**config.mk**
```make
export PLATFORM = sky130hd
export DESIGN_NAME = aes_ram
export DESIGN_NICKNAME = d
export VERILOG_FILES = /design/src/design/aes_ram.sv
export SDC_FILE = /design/constraint.sdc
export NUM_CORES = 2
export LEC_CHECK = 0
export BUFFER_PORTS_ARGS = -buffer_cell sky130_fd_sc_hd__buf_2
export CAP_MARGIN = 25
export CORE_MARGIN = 5
export CORE_UTILIZATION = 60
export CTS_BUF_LIST = sky130_fd_sc_hd__clkbuf_8
export CTS_CLUSTER_SIZE = 10
export DETAILED_ROUTE_END_ITERATION = 10
export PLACE_DENSITY = 0.78
export SETUP_SLACK_MARGIN = 0.15
export SLEW_MARGIN = 25
export SYNTH_ARGS = -nofsm -noshare
export SYNTH_HDL_FRONTEND = slang
export SYNTH_SLANG_ARGS = --single-unit
```
**constraint.sdc**
```tcl
create_clock -name clk -period 13.55 [get_ports clk]
set_input_delay 2.71 -clock clk [delete_from_list [all_inputs] [get_ports clk]]
set_output_delay 2.71 -clock clk [all_outputs]
set_load 0.005 [all_outputs]
```
**src/design/aes_ram.sv**
```systemverilog
// Generic single-port-write, registered-read RAM.
module aes_ram #(
    parameter int WIDTH = 128,
    parameter int DEPTH = 15
) (
    input  logic                     clk,
    input  logic                     wr_en,
    input  logic [$clog2(DEPTH)-1:0] wr_addr,
    input  logic [WIDTH-1:0]         wr_data,
    input  logic [$clog2(DEPTH)-1:0] rd_addr,
    output logic [WIDTH-1:0]         rd_data
);

    logic [WIDTH-1:0] mem [DEPTH];

    always_ff @(posedge clk)
    begin
        if (wr_en)
            mem[wr_addr] <= wr_data;
        rd_data <= mem[rd_addr];
    end

endmodule

```
==> flow_metrics.tcl <==
set metrics [dict create \
    hp-class "flop to flop" \
    powerDensity_nw_per_um2 148.6 \
    dp.final_hpwl_um 81760 \
    syn_avg_cell_area_um2 20.55 \
    antenna_left 0 \
    postCtsSetupBuffers 0 \
    synth-seq-cells 2048 \
    pwr-share-clk 0.383 \
    r2r_cells 3 \
    holdPathEnd "rd_data[23]$_DFF_P_" \
    dr.pass1.iters 5 \
    htree_num_levels 5 \
    fmax_mhz 172.0 \
    crit_start "rd_addr[2]" \
    yosys_warnings 0 \
    rsz0062_at_grt "false" \
    intPower_w 0.009882 \
    start_util 0.6033 \
    grt_pass1_vias 39110 \
    place_inst 5456 \
    cts_tree "done" \
    nFillCells 7689 \
    hold_viol 0 \
    netSwitchingFraction 0.2162 \
    numCtsBuffers 324 \
    power_frac_comb 0.049 \
    endpoint_kind "flop" \
    syn_nets 3820 \
    vias 37920 \
    core_um2 125400 \
    layout.nets 4272 \
    p_switching_w 0.002726 \
    overflow 0 \
    die_area_um2 133300 \
    crit_arrival_ns 6.62 \
    die-width_um 365.1 \
    gp_congestion 0.7312 \
    r2r_slack_ns 12.04 \
    fin_skew_ns 0.05908 \
    outcome "completed" \
    crit_type "input port to flop" \
    avgViaCountPerCell 6.260 \
    crit_fanout 83 \
    setup_viol 0 \
    cts_max_path_buffers 4 \
    max_slew_margin 0.1760 \
    row_count 130 \
    drt_iter0_drc 4396 \
    r2r_end "rd_data[13]$_DFF_P_" \
    peakVddDrop_mv 0.09948 \
    area_growth_pct 12.13 \
    r2r_start "mem[7][13]$_DFFE_PP_" \
    drv_slew 0 \
    worst_slew_pin_slew_ns 1.236 \
    wire_per_inst_um 28.16 \
    synthDistinctLibCells 31 \
    grt_antenna_before_repair 49 \
    cap_viol_max_count 0 \
    hold_buffers 0 \
    root_buffer "clkbuf_8" \
    min_period_ns 5.815 \
    cp.required_ns 14.36 \
    clock_latency_ns 1.00 \
    hold_path_startpoint "mem[14][23]$_DFFE_PP_" \
    pwr-share-seq 0.567 \
    dp_slack_ns 6.818 \
    fin_cells 6057 \
    synth_area_um2 75660 \
    cts_resized 0 \
    drive_above_1_share 0.2360 \
    io_pins 266 \
    p_leak_nw 28.71 \
    tns_ns 0 \
    grt_pass1_wl_um 251100 \
    min_period_over_period 0.4291 \
    drc 0 \
    clkSlewWorstSetupHoldPaths_ns 0.06 \
    postRouteWirelength_um 170600 \
    synthCells 3682 \
    grt_max_degree 146 \
    power_w 0.01261 \
    min_path_cells 2 \
    clock_sinks 2048 \
    die_y_um 365.1 \
    fin_ws_ns 7.735 \
    track_usage 0.2587 \
    cp-start-kind "input port" \
    portBuffers 265 \
    yosysSeqAreaShare 0.7959 \
]
==> metal layers <==
metal / track usage / share of wire / up-vias
met5: 0 / 0.00062 / -
met4: 0.07963 / 0.021 / 18
met3: 0.05948 / 0.10 / 296
met2: 0.4095 / 0.49 / 1919
met1: 0.3679 / 0.39 / 19610
li1: - / - / 16070
==> stage by stage <==
stage                     cell area, um2  hold slack (ns)  utilization
after floorplan                    75660           0.5200            -
after global placement             78620           0.5393       0.6269
after detailed placement           78690           0.5540       0.6275
after CTS                          84690           0.5691       0.6753
after global routing               84780           0.6151       0.6760
final                              84830           0.5656       0.6765
==> critical path: stages <==
cell and delay (ns):
buf_8 0.48, buf_4 0.64, buf_4 0.73, or2_4 0.61, buf_4 0.67, o22ai_1 0.21
a31oi_1 0.24, o21ai_1 0.09
==> synthesized netlist by cell type <==
cell type / n / share of area
buf_2: 55 / 0.0036
inv_1: 1 / 0.000050
or3b_2: 1 / 0.00012
mux4_2: 268 / 0.080
inv_2: 1 / 0.000050
or2_1: 1 / 0.000083
o22ai_1: 116 / 0.0096
nand2_1: 130 / 0.0064
nor3_1: 4 / 0.00026
buf_1: 11 / 0.00055
buf_6: 22 / 0.0033
mux2i_1: 360 / 0.048
clkinv_1: 1 / 0.000050
or2_2: 1 / 0.000083
buf_4: 50 / 0.0050
nand3b_1: 2 / 0.00020
o21ai_0: 13 / 0.00086
nor2b_1: 1 / 0.000083
nand2b_1: 122 / 0.010
dfxtp_1: 128 / 0.034
a21oi_1: 12 / 0.00079
nand3_1: 1 / 0.000066
nor2_2: 1 / 0.000083
a31oi_1: 116 / 0.0096
edfxtp_1: 1920 / 0.76
nor2_1: 31 / 0.0015
o211ai_1: 12 / 0.0012
clkbuf_1: 69 / 0.0034
o21ai_1: 103 / 0.0068
and2b_1: 1 / 0.000099
a22oi_1: 128 / 0.013
==> worst max-delay path by stage <==
stage	slack [ns]	endpoint
finish	7.74	rd_data[5]$_DFF_P_
detailed placement	6.82	rd_data[91]$_DFF_P_
CTS	7.84	rd_data[5]$_DFF_P_
floorplan	0.91	mem[0][0]$_DFFE_PP_
global route	7.70	rd_data[101]$_DFF_P_
global placement	6.88	rd_data[21]$_DFF_P_
==> cell usage in the layout, fill, tap and decap left out, types with 4 or more instances in the layout <==
cell,netlist,final
edfxtp_1,1920,1920
mux2i_1,360,360
clkbuf_8,0,353
mux4_2,268,268
buf_2,55,262
nand2_1,130,130
a22oi_1,128,128
dfxtp_1,128,128
inv_1,1,125
nand2b_1,122,120
o22ai_1,116,116
a31oi_1,116,116
o21ai_1,103,103
buf_4,50,50
clkinv_1,1,38
clkinv_2,0,36
diode_2,0,30
nor2_1,31,18
nor2_4,0,13
o21ai_0,13,13
a21oi_1,12,12
o211ai_1,12,12
buf_12,0,11
bufinv_16,0,9
inv_6,0,6
nor3_2,0,4
buf_16,0,4
==> registers in the layout (all words and copies together) (netlist names) <==
register  count
mem        1920
rd_data     128
==> logic make-up after synthesis <==
kind of cell,synth area share
and+or+nand+nor,0.01915
buffers and inverters,0.01599
AOI/OAI and AO/OA,0.04154
muxes,0.1274
DFF,0.7959
==> power groups by stage <==
| stage | registers (W) | clock network (W) | logic [W] |
|---|---|---|---|
| after CTS | 0.00715 | 0.00491 | 0.000626 |
| final | 0.00715 | 0.00483 | 0.000624 |
| after global placement | 0.00728 | 0 | 0.000606 |
| after floorplan | 0.00727 | 0 | 0.000361 |
| after global routing | 0.00716 | 0.00524 | 0.000673 |
| after detailed placement | 0.00728 | 0 | 0.000625 |
==> layout make-up <==
class | count | area (um2) | share of cell area
Clock inverter | 216 | 1137 | 0.01341
Inverter | 3 | 18.77 | 0.0002212
Clock buffer | 353 | 4858 | 0.05727
Multi-Input combinational cell | 1424 | 14370 | 0.1693
Timing Repair Buffer | 333 | 2096 | 0.02470
Tap cell | 1650 | 2064 | 0.02434
Antenna cell | 30 | 75.07 | 0.0008849
Sequential cell | 2048 | 60220 | 0.7098
(Power assumes the default switching activity.)
